## src/sv/btm_pkg.sv

```systemverilog
// Shared types and constants for the 3x3 box threshold marker.
package btm_pkg;

	localparam int PIX_W      = 5;
	localparam int POS_W      = 5;
	localparam int SUM_W      = 9;
	localparam int CFG_IDX_W  = 2;
	localparam int CFG_DATA_W = 8;

	localparam logic [PIX_W-1:0] PIXEL_MAX = 5'd20;

	// Configuration register indexes.
	localparam logic [CFG_IDX_W-1:0] CFG_FRAME_COLUMNS      = 2'd0;
	localparam logic [CFG_IDX_W-1:0] CFG_FRAME_ROWS         = 2'd1;
	localparam logic [CFG_IDX_W-1:0] CFG_STAR_SUM_THRESHOLD = 2'd2;

	localparam logic [5:0] FRAME_COLUMNS_RST      = 6'd20;
	localparam logic [5:0] FRAME_ROWS_RST         = 6'd20;
	localparam logic [7:0] STAR_SUM_THRESHOLD_RST = 8'd54;

	typedef enum logic [1:0] {
		MARK_BLANK = 2'd0,
		MARK_DOT   = 2'd1,
		MARK_STAR  = 2'd2
	} mark_t;

	// Position and flags of the pixel that a beat classifies.
	typedef struct packed {
		logic             emit;
		logic             blank;
		logic             done;
		logic [POS_W-1:0] row;
		logic [POS_W-1:0] col;
	} tag_t;

endpackage

```

## src/sv/box3x3_threshold_marker.sv

```systemverilog
// Pixels enter in raster order, one beat per clock, and each pixel at (r, c) with r and c
// both nonzero yields one result beat that classifies pixel (r-1, c-1) as blank border,
// dot, or star (3x3 sum above star_sum_threshold). The two line-buffer RAMs are read at the
// accepting edge together with the stage-1 register, and the window sum is loaded into the
// result register at the edge where stage 1 advances. Sustained rate is one pixel per clock;
// the input stalls only while a finished result waits on result_ready and the pipeline stage
// behind it also holds a result. Writes to the three configuration registers take effect at
// once and restart the frame.
module box3x3_threshold_marker #(
	parameter int MAX_COLS = 32,
	parameter int MAX_ROWS = 32
) (
	input  logic                            clk,
	input  logic                            arst_n,
	input  logic                            cfg_valid,
	output logic                            cfg_ready,
	input  logic [btm_pkg::CFG_IDX_W-1:0]   cfg_index,
	input  logic [btm_pkg::CFG_DATA_W-1:0]  cfg_data,
	input  logic                            pixel_valid,
	output logic                            pixel_ready,
	input  logic [4:0]                      pixel_value,
	output logic                            result_valid,
	input  logic                            result_ready,
	output logic [4:0]                      center_row,
	output logic [4:0]                      center_col,
	output logic [1:0]                      mark,
	output logic                            frame_done
);

	localparam int CW = $clog2(MAX_COLS);

	logic                       accept;
	logic [btm_pkg::PIX_W-1:0]  pix_sat;
	logic [CW-1:0]              col_idx;
	btm_pkg::tag_t              tag;
	logic [7:0]                 threshold;
	logic [btm_pkg::PIX_W-1:0]  up_rd;
	logic [btm_pkg::PIX_W-1:0]  mid_rd;
	btm_pkg::mark_t             mark_c;

	logic                       v_s1;
	logic [btm_pkg::PIX_W-1:0]  pix_s1;
	logic [CW-1:0]              col_s1;
	btm_pkg::tag_t              tag_s1;
	logic                       adv;
	logic                       done_s1;

	logic                       result_valid_q;
	logic [4:0]                 row_q;
	logic [4:0]                 col_q;
	btm_pkg::mark_t             mark_q;
	logic                       frame_done_q;

	assign cfg_ready = 1'b1;

	// Stage 1 only blocks when it holds a result and the result register cannot take it.
	assign adv         = !(v_s1 && tag_s1.emit) || !result_valid_q || result_ready;
	assign pixel_ready = adv;
	assign accept      = pixel_valid && pixel_ready;
	assign done_s1     = v_s1 && adv;

	assign pix_sat = (pixel_value > btm_pkg::PIXEL_MAX) ? btm_pkg::PIXEL_MAX : pixel_value;

	btm_ctrl #(
		.MAX_COLS(MAX_COLS),
		.MAX_ROWS(MAX_ROWS)
	) u_ctrl (
		.clk(clk),
		.arst_n(arst_n),
		.cfg_valid(cfg_valid),
		.cfg_index(cfg_index),
		.cfg_data(cfg_data),
		.advance(accept),
		.col_idx(col_idx),
		.tag(tag),
		.threshold(threshold)
	);

	// Middle row buffer is written with the new pixel as it is read.
	btm_ram #(
		.WIDTH(btm_pkg::PIX_W),
		.DEPTH(MAX_COLS)
	) u_mid_ram (
		.clk(clk),
		.wr_en(accept),
		.wr_addr(col_idx),
		.wr_data(pix_sat),
		.rd_en(accept),
		.rd_addr(col_idx),
		.rd_data(mid_rd)
	);

	// Upper row buffer takes the old middle value once it has been read out.
	btm_ram #(
		.WIDTH(btm_pkg::PIX_W),
		.DEPTH(MAX_COLS)
	) u_up_ram (
		.clk(clk),
		.wr_en(done_s1),
		.wr_addr(col_s1),
		.wr_data(mid_rd),
		.rd_en(accept),
		.rd_addr(col_idx),
		.rd_data(up_rd)
	);

	always_ff @(posedge clk or negedge arst_n) begin
		if (!arst_n) begin
			v_s1 <= 1'b0;
		end else if (adv) begin
			v_s1 <= accept;
		end
	end

	always_ff @(posedge clk) begin
		if (accept) begin
			pix_s1 <= pix_sat;
			col_s1 <= col_idx;
			tag_s1 <= tag;
		end
	end

	btm_classify u_classify (
		.clk(clk),
		.shift_en(done_s1),
		.up_in(up_rd),
		.mid_in(mid_rd),
		.pix_in(pix_s1),
		.blank(tag_s1.blank),
		.threshold(threshold),
		.mark(mark_c)
	);

	always_ff @(posedge clk or negedge arst_n) begin
		if (!arst_n) begin
			result_valid_q <= 1'b0;
		end else if (done_s1 && tag_s1.emit) begin
			result_valid_q <= 1'b1;
		end else if (result_ready) begin
			result_valid_q <= 1'b0;
		end
	end

	always_ff @(posedge clk) begin
		if (done_s1 && tag_s1.emit) begin
			row_q        <= tag_s1.row;
			col_q        <= tag_s1.col;
			mark_q       <= mark_c;
			frame_done_q <= tag_s1.done;
		end
	end

	assign result_valid = result_valid_q;
	assign center_row   = row_q;
	assign center_col   = col_q;
	assign mark         = mark_q;
	assign frame_done   = frame_done_q;

	a_stall_cause: assert property (@(posedge clk) disable iff (!arst_n)
		!pixel_ready |-> (v_s1 && tag_s1.emit && result_valid_q && !result_ready))
		else $error("input stalled without a blocked result");

	a_s1_holds: assert property (@(posedge clk) disable iff (!arst_n)
		(v_s1 && !adv) |=> (v_s1 && $stable(col_s1) && $stable(pix_s1) && $stable(tag_s1)))
		else $error("stage 1 lost its beat while stalled");

	a_result_loaded: assert property (@(posedge clk) disable iff (!arst_n)
		(done_s1 && tag_s1.emit) |=> result_valid_q)
		else $error("finished result not presented");

endmodule

```

## src/sv/btm_ram.sv

```systemverilog
// Generic single-write, single-read RAM with registered read-first output.
module btm_ram #(
	parameter int WIDTH = 5,
	parameter int DEPTH = 32
) (
	input  logic                     clk,
	input  logic                     wr_en,
	input  logic [$clog2(DEPTH)-1:0] wr_addr,
	input  logic [WIDTH-1:0]         wr_data,
	input  logic                     rd_en,
	input  logic [$clog2(DEPTH)-1:0] rd_addr,
	output logic [WIDTH-1:0]         rd_data
);

	logic [WIDTH-1:0] mem_q [DEPTH];
	logic [WIDTH-1:0] rd_data_q;

	always_ff @(posedge clk) begin
		if (wr_en) begin
			mem_q[wr_addr] <= wr_data;
		end
		if (rd_en) begin
			rd_data_q <= mem_q[rd_addr];
		end
	end

	assign rd_data = rd_data_q;

endmodule

```

## src/sv/btm_ctrl.sv

```systemverilog
// Configuration registers and raster position counters.
module btm_ctrl #(
	parameter int MAX_COLS = 32,
	parameter int MAX_ROWS = 32
) (
	input  logic                             clk,
	input  logic                             arst_n,
	input  logic                             cfg_valid,
	input  logic [btm_pkg::CFG_IDX_W-1:0]    cfg_index,
	input  logic [btm_pkg::CFG_DATA_W-1:0]   cfg_data,
	input  logic                             advance,
	output logic [$clog2(MAX_COLS)-1:0]      col_idx,
	output btm_pkg::tag_t                    tag,
	output logic [7:0]                       threshold
);

	localparam int CW   = $clog2(MAX_COLS);
	localparam int RW   = $clog2(MAX_ROWS);
	localparam int CCMP = (CW + 1 > 6) ? CW + 1 : 6;
	localparam int RCMP = (RW + 1 > 6) ? RW + 1 : 6;

	logic [5:0]    cols_q;
	logic [5:0]    rows_q;
	logic [7:0]    thresh_q;
	logic [CW-1:0] col_q;
	logic [RW-1:0] row_q;
	logic [CW-1:0] col_last;
	logic [RW-1:0] row_last;
	logic [CCMP-1:0] cols_ext;
	logic [RCMP-1:0] rows_ext;
	logic [RW-1:0] row_m1;
	logic [CW-1:0] col_m1;
	logic          cfg_hit;

	// Sizes are clamped to 1..MAX so the counters always stay in range.
	always_comb begin
		cols_ext = CCMP'(cols_q);
		rows_ext = RCMP'(rows_q);
		if (cols_q == '0) begin
			col_last = '0;
		end else if (cols_ext > CCMP'(MAX_COLS)) begin
			col_last = CW'(MAX_COLS - 1);
		end else begin
			col_last = CW'(cols_ext - 1'b1);
		end
		if (rows_q == '0) begin
			row_last = '0;
		end else if (rows_ext > RCMP'(MAX_ROWS)) begin
			row_last = RW'(MAX_ROWS - 1);
		end else begin
			row_last = RW'(rows_ext - 1'b1);
		end
	end

	always_comb begin
		case (cfg_index)
			btm_pkg::CFG_FRAME_COLUMNS:      cfg_hit = cfg_valid;
			btm_pkg::CFG_FRAME_ROWS:         cfg_hit = cfg_valid;
			btm_pkg::CFG_STAR_SUM_THRESHOLD: cfg_hit = cfg_valid;
			default:                         cfg_hit = 1'b0;
		endcase
	end

	always_ff @(posedge clk or negedge arst_n) begin
		if (!arst_n) begin
			cols_q   <= btm_pkg::FRAME_COLUMNS_RST;
			rows_q   <= btm_pkg::FRAME_ROWS_RST;
			thresh_q <= btm_pkg::STAR_SUM_THRESHOLD_RST;
		end else if (cfg_valid) begin
			case (cfg_index)
				btm_pkg::CFG_FRAME_COLUMNS:      cols_q   <= cfg_data[5:0];
				btm_pkg::CFG_FRAME_ROWS:         rows_q   <= cfg_data[5:0];
				btm_pkg::CFG_STAR_SUM_THRESHOLD: thresh_q <= cfg_data;
				default: ;
			endcase
		end
	end

	// A write to any of the three configuration registers restarts the frame.
	always_ff @(posedge clk or negedge arst_n) begin
		if (!arst_n) begin
			col_q <= '0;
			row_q <= '0;
		end else if (cfg_hit) begin
			col_q <= '0;
			row_q <= '0;
		end else if (advance) begin
			if (col_q == col_last) begin
				col_q <= '0;
				if (row_q == row_last) begin
					row_q <= '0;
				end else begin
					row_q <= row_q + 1'b1;
				end
			end else begin
				col_q <= col_q + 1'b1;
			end
		end
	end

	assign row_m1 = row_q - 1'b1;
	assign col_m1 = col_q - 1'b1;

	always_comb begin
		tag.emit  = (row_q != '0) && (col_q != '0);
		tag.blank = (row_q == RW'(1)) || (col_q == CW'(1));
		tag.done  = (row_q == row_last) && (col_q == col_last);
		tag.row   = btm_pkg::POS_W'(row_m1);
		tag.col   = btm_pkg::POS_W'(col_m1);
	end

	assign col_idx   = col_q;
	assign threshold = thresh_q;

	a_counters_in_frame: assert property (@(posedge clk) disable iff (!arst_n)
		(col_q <= col_last) && (row_q <= row_last))
		else $error("position counter beyond the clamped frame");

endmodule

```

## src/sv/btm_classify.sv

```systemverilog
// 3x3 window registers, neighborhood sum and star/dot decision.
module btm_classify (
	input  logic                          clk,
	input  logic                          shift_en,
	input  logic [btm_pkg::PIX_W-1:0]     up_in,
	input  logic [btm_pkg::PIX_W-1:0]     mid_in,
	input  logic [btm_pkg::PIX_W-1:0]     pix_in,
	input  logic                          blank,
	input  logic [7:0]                    threshold,
	output btm_pkg::mark_t                mark
);

	// Two older window columns; the newest column comes straight from the inputs.
	logic [btm_pkg::PIX_W-1:0] col0_q [3];
	logic [btm_pkg::PIX_W-1:0] col1_q [3];
	logic [btm_pkg::SUM_W-1:0] sum;

	always_ff @(posedge clk) begin
		if (shift_en) begin
			col0_q[0] <= col1_q[0];
			col0_q[1] <= col1_q[1];
			col0_q[2] <= col1_q[2];
			col1_q[0] <= up_in;
			col1_q[1] <= mid_in;
			col1_q[2] <= pix_in;
		end
	end

	always_comb begin
		sum = btm_pkg::SUM_W'(col0_q[0]) + btm_pkg::SUM_W'(col0_q[1])
			+ btm_pkg::SUM_W'(col0_q[2]) + btm_pkg::SUM_W'(col1_q[0])
			+ btm_pkg::SUM_W'(col1_q[1]) + btm_pkg::SUM_W'(col1_q[2])
			+ btm_pkg::SUM_W'(up_in) + btm_pkg::SUM_W'(mid_in)
			+ btm_pkg::SUM_W'(pix_in);
		if (blank) begin
			mark = btm_pkg::MARK_BLANK;
		end else if (sum > btm_pkg::SUM_W'(threshold)) begin
			mark = btm_pkg::MARK_STAR;
		end else begin
			mark = btm_pkg::MARK_DOT;
		end
	end

endmodule

```

## config.mk

```make
export PLATFORM = sky130hd
export DESIGN_NAME = box3x3_threshold_marker
export DESIGN_NICKNAME = d
export VERILOG_FILES = /design/src/sv/btm_pkg.sv /design/src/sv/box3x3_threshold_marker.sv /design/src/sv/btm_ram.sv /design/src/sv/btm_ctrl.sv /design/src/sv/btm_classify.sv
export SDC_FILE = /design/constraint.sdc
export NUM_CORES = 1
export LEC_CHECK = 0
export BUFFER_PORTS_ARGS = -buffer_cell sky130_fd_sc_hd__buf_2
export CORE_MARGIN = 5
export CORE_UTILIZATION = 63
export DETAILED_ROUTE_END_ITERATION = 12
export HOLD_SLACK_MARGIN = 0.05
export PLACE_DENSITY = 0.8
export SLEW_MARGIN = 20
export SYNTH_ARGS = -nofsm -noshare
export SYNTH_HDL_FRONTEND = slang
export SYNTH_SLANG_ARGS = --single-unit
```

## constraint.sdc

```tcl
create_clock -name clk -period 5.97 [get_ports clk]
set_input_delay 1.791 -clock clk [delete_from_list [all_inputs] [get_ports clk]]
set_output_delay 1.791 -clock clk [all_outputs]
set_load 0.01 [all_outputs]
```

* Word-level counts from Yosys, hierarchy flattened
Memory sizes are Yosys's and may differ from the RTL's. A register that Yosys moved wholly into a read port is not among the register bits.
Cells that the tools add are included.
** Cells by class
- Multipliers :: 0
- Shift-type cells :: 0
- Add/sub/neg operators :: 14
- Equality and inequality tests :: 6
- Magnitude comparators :: 4
- Bitwise logic cells :: 0
- Muxes and demuxes :: 20
- Reduce and logical (&&, ||, !) cells :: 24
- Divide/modulo/power cells :: 0
** Operators by type and width (number)
- $add A9 B5 Y9 :: 7
- $mux W5 :: 12
- $sub A5 B1 Y5 const B :: 4
- $gt A6 B6 Y1 const B :: 2
- $logic_not A6 Y1 :: 2
- $add A5 B1 Y5 const B :: 2
- $eq A5 B1 Y1 const B :: 2
- $eq A5 B5 Y1 :: 2
- $reduce_bool A5 Y1 :: 2
- $gt A9 B8 Y1 :: 1
- $reduce_and A2 Y1 :: 4
- $mux W1 :: 7
- $add A5 B5 Y6 :: 1
- $logic_and A1 B1 Y1 :: 6
- $reduce_bool A2 Y1 :: 3
- $gt A5 B5 Y1 const B :: 1
- $logic_or A1 B1 Y1 :: 3
- $reduce_or A3 Y1 :: 1
- $eq A2 B1 Y1 const B :: 1
- $eq A2 B2 Y1 const B :: 1
- $logic_not A1 Y1 :: 2
- $logic_not A2 Y1 :: 1
- $mux W2 :: 1
** Storage, ports and cells
- Memories :: 4
- Bits in read-only memories :: 0
- Memory bits (writable) :: 350
- Output and inout port bits :: 16
- Bits in registers :: 68
- Latch bits :: 0
- Logic and storage cells :: 90
- Input port bits :: 20
** Memories
- u_mid_ram.mem_q :: depth 32, bits a word 5, rd ports 1, clocked after Yosys merged registers in 1, wr ports 1, line btm_ram.sv:15 : logic [WIDTH-1:0] mem_q [DEPTH];
- u_up_ram.mem_q :: depth 32, bits a word 5, rd ports 1, clocked after Yosys merged registers in 1, wr ports 1, line btm_ram.sv:15
- u_classify.col0_q :: depth 3, bits a word 5, rd ports 3, clocked after Yosys merged registers in 0, wr ports 3, line btm_classify.sv:14 : logic [btm_pkg::PIX_W-1:0] col0_q [3];
- u_classify.col1_q :: depth 3, bits a word 5, rd ports 3, clocked after Yosys merged registers in 0, wr ports 3, line btm_classify.sv:15 : logic [btm_pkg::PIX_W-1:0] col1_q [3];

* Logic depth before layout (Yosys ltp)
An unclocked memory read counts as a cell.
- Word-level depth :: 11
- Depth in mapped cells :: 23

* Modules after synthesis
Synthesis repeated with hierarchy kept, for this count alone.
** Second synthesis, totals
- Cell total of the unflattened synthesis :: 1037
- Area total of the unflattened synthesis :: 18566.6 sq um
** Modules (own cells, without submodules)
- btm_ram :: times used 2, area each 6394.9 sq um, cells each 277
- btm_classify :: times used 1, area each 2392.3 sq um, cells each 198
- btm_ctrl :: times used 1, area each 2135.8 sq um, cells each 231
- box3x3_threshold_marker :: times used 1, area each 1248.7 sq um, cells each 54

* Least setup slack after synthesis
OpenSTA, ideal clock, no wires.
- Kind :: register to register
- From :: mem u_classify.col0_q[0][0] in the netlist's numbering
- To :: reg mark_q[1], in the netlist mark[1] (data pin)
- Stages on the path, launching flop included :: 23
- Path slack :: 0.615 ns
- Data arrival time :: 5.100 ns
- Path buffers :: 0
- Data required time :: 5.715 ns
- Path through :: edfxtp_1 -> ha_1 -> fa_1 -> a21o_1 -> a21oi_1 -> xnor2_1 -> fa_1 -> inv_1 -> fa_1 -> fa_1 -> fa_1 -> inv_1 -> ha_1 -> a21oi_1 -> o21ai_0 -> xor2_1 -> ha_1 -> nand2_1 -> nor3_1 -> nand2_1 -> o21ai_0 -> a21oi_1 -> o21ba_2
** RTL lines
- from (decl) :: line btm_classify.sv:14
- to (signal assigned) :: line box3x3_threshold_marker.sv:148 : mark_q <= mark_c;
- to (decl) :: line box3x3_threshold_marker.sv:51 : btm_pkg::mark_t mark_q;

==> flow_summary.ini <==
[grt]
grt_overflow = 0
grt_pass1_vias = 9892
grt_max_degree = 54
antenna_found_initial = 0
track_usage_pct = 23.0
grt_pass1_wl_mm = 58.0

[final_layout]
mostFrequentLayoutCell = edfxtp_1
areaGrowthSynthToFinish_pct = 10.5
nets = 1175
final_cell_mix = edfxtp_1, nor2_1, mux4_2, inv_1, clkbuf_16
final_layout_size_suffix_gt1_share_pct = 21.3
n_antenna_cell = 0

[route]
wl_mm = 36.5
viasPerCell = 6.35
drc_errors = 0
top_layer_used = met4
ant_nets = 0
avgRoutedWirePerCell_um = 24.2
met1_length_mm = 14.4
routed-wl-met3_mm = 2.99
drt_first_iter_violations = 1046
dr.pass1.iters = 5
wl_met2_mm = 18.3
vias = 9559

[worst_setup_path]
worstSetupStartpointType = register
crit_buf_inv = 2
crit_top_cell = fa_1
worstSetupEndpointType = register
cp_slowest_stage_delay_ns = 0.54
crit_path_cell_trace = ha_1 > fa_1 > a21o_1 > a21oi_1 > xnor2_1 > fa_1 > inv_1 > fa_1 > fa_1 > fa_1 > inv_1 > ha_1 > a21oi_1 > o21ai_1 > xor2_1 > ha_1 > nand2_1 > nor3_1 > nand2_1 > o21ai_0 > a21oi_1 > o21ba_2
path_delay_family = adder cells
crit_arrival_ns = 5.91
critPathKind = reg2reg
critPathSlowestCell = fa_1
cp_max_fo = 3
cp.required_ns = 6.26

[floorplan]
num_rows = 62
start_util_pct = 63.8
io-pin-count = 36
fp.dieH_um = 181
die_area_mm2 = 0.0326
chipWidth_um = 181
core_mm2 = 0.0287

[power_and_ir_drop]
pwr-share-seq_pct = 43.2
p_sw_share_pct = 28.6
p_sw_w = 0.00238
ir_drop_mv = 0.501
p_leak_nw = 6.89
cellInternalPower_w = 0.00595
cellPowerDensity_mw_per_mm2 = 411
clkPwrFrac_pct = 29.5
power_frac_comb_pct = 27.3
finalPower_w = 0.00832

[cts]
h-tree-depth = 2
cts_made_buffers = 42
cts_root_buf = clkbuf_16
ctsHoldBuffers = 0
cts_tree = built
cts_sinks = 428
cts_buffer_depth = 3
path_clk_slew_ns = 0.06
clock_latency_ns = 0.54

[place]
dp_hpwl_mm = 22.5
port_buffers = 34
place_congestion = 0.800

[sta]
rsz0062_at_grt = no
setup-tns-final_ns = 0
relSlewSlack_pct = 35.7
worst_pin_slew_ns = 0.962
finalCriticalPeriod_ns = 5.62
slew_viol_final = 0
final.period_utilization_pct = 94.1
clock.fmax_ghz = 0.178
finalSetupViolCount = 0
final-hold-violation-count = 0
fin_skew_ns = 0.0151

[yosys]
ys_seq_area_share_pct = 69.3
synth_top_area_share_pct = 64.9
synth_nets = 1121
postSynth.asyncResetShare_pct = 7.48
ys.flop_type = edfxtp_1
synth.ff_latch_count = 428
synth_top_area_cell = edfxtp_1
syn-cell-area_mm2 = 0.0183
ys_top_cells_by_area = edfxtp_1, mux4_2, dfrtp_1
synth_edf_count = 396
ys.warnings.count = 0
yosys.cell_types.count = 74
avgSynthCellArea_um2 = 17.7
netlist_instances = 1034

[run]
max_cap_violations = 0

[outcome]
status = completed

[worst_hold_path]
min_path_type = reg2reg
==> metal layers <==
metal	track usage, %	up-vias
met3	4.04	67
met5	0	-
met1	33.1	4869
li1	-	4142
met2	37.4	481
met4	6.08	0
==> final cells by class <==
class | count | area, um^2
Clock buffer | 55 | 1100
Fill cell | 1733 | 8450
Multi-Input combinational cell | 496 | 5200
Clock inverter | 23 | 173
Timing Repair Buffer | 51 | 330
Inverter | 69 | 259
Tap cell | 384 | 480
Sequential cell | 428 | 12700
==> power groups by stage <==
stage	logic (W)	registers [W]	clock network, W
after floorplan	0.00181	0.00363	0
after CTS	0.00228	0.00361	0.00248
after global placement	0.00218	0.00367	0
final	0.00228	0.00359	0.00246
after detailed placement	0.00226	0.00367	0
after global routing	0.00263	0.00360	0.00264
==> synth_stat cells, types with 7 or more instances <==
master    instances
xnor2_1          14
fa_1             30
nor2_1           80
edfxtp_1        396
a22oi_1          31
xor2_1            9
a21oi_1          11
dfstp_2           8
mux2_2           18
inv_1            68
nand4_1           9
clkbuf_1         28
o21ai_0          13
ha_1             37
mux4_2           80
dfrtp_1          24
a32oi_1          10
nand2_1          24
nand3b_1          9
nor3_1            8
and2_1            7
nand3_1          12
==> registers in the layout (all words and copies together) (netlist names), 6 cells and up <==
register	count
u_classify.col0_q	15
u_mid_ram.mem_q	160
u_ctrl.rows_ext	6
u_ctrl.cols_ext	6
u_ctrl.threshold	8
u_up_ram.mem_q	160
u_classify.col1_q	15
tag_s1	13
==> logic make-up after synthesis <==
| family | after synthesis | synth area share [%] |
|---|---|---|
| AO/OA/AOI/OAI | 109 | 4.61 |
| flip-flops | 428 | 69.3 |
| other | 1 | 0.0205 |
| adder cells (fa/ha/maj) | 67 | 5.80 |
| buffers and inverters | 110 | 2.40 |
| AND/OR/NAND/NOR | 194 | 5.57 |
| XOR/XNOR | 23 | 1.10 |
| multiplexers | 102 | 11.2 |
==> path summary, 6_finish.rpt <==
path | startpoint | endpoint | slack [ns] | cells after the start
min reg2reg | tag_s1[6]$_DFFE_PP_ | center_row[1]$_DFFE_PP_ | 0.42 | 0
min in group asynchronous | arst_n | u_ctrl.col_idx[2]$_DFFE_PN0P_ | 1.31 | 1
max reg2reg | u_classify.col0_q[0][0]$_DFFE_PP_ | mark[1]$_SDFFCE_PP0P_ | 0.35 | 22
max | u_classify.col0_q[0][0]$_DFFE_PP_ | mark[1]$_SDFFCE_PP0P_ | 0.35 | 22
max in group asynchronous | arst_n | u_ctrl.col_idx[0]$_DFFE_PN0P_ | 4.13 | 1
min | tag_s1[6]$_DFFE_PP_ | center_row[1]$_DFFE_PP_ | 0.42 | 0
==> worst reg2reg max path: stages, from the launching register on <==
cell	delay, ns
edfxtp_1	0.40
ha_1	0.23
fa_1	0.41
a21o_1	0.20
a21oi_1	0.17
xnor2_1	0.10
fa_1	0.48
inv_1	0.06
fa_1	0.50
fa_1	0.52
fa_1	0.54
inv_1	0.04
ha_1	0.32
a21oi_1	0.15
o21ai_1	0.10
xor2_1	0.15
ha_1	0.30
nand2_1	0.07
nor3_1	0.18
nand2_1	0.08
o21ai_0	0.09
a21oi_1	0.10
o21ba_2	0.22
==> through the flow <==
step | std cells | hold slack (ns) | utilization, % | area [um^2] | worst slack, ns
after floorplan | 1034 | 0.400 | - | 18300 | 0.615
after CTS | 1505 | 0.416 | 70.4 | 20200 | 0.242
after global placement | 1427 | 0.402 | 66.0 | 18900 | 0.454
after detailed placement | 1427 | 0.406 | 66.0 | 18900 | 0.270
final | 1506 | 0.419 | 70.6 | 20300 | 0.350
after global routing | 1506 | 0.427 | 70.6 | 20300 | 0.00496
==> repair_timing <==
item	CTS	global route
setup endpoints to repair	0	1
gates resized for setup	0	1
setup buffers	0	0
(Power assumes the default switching activity.)
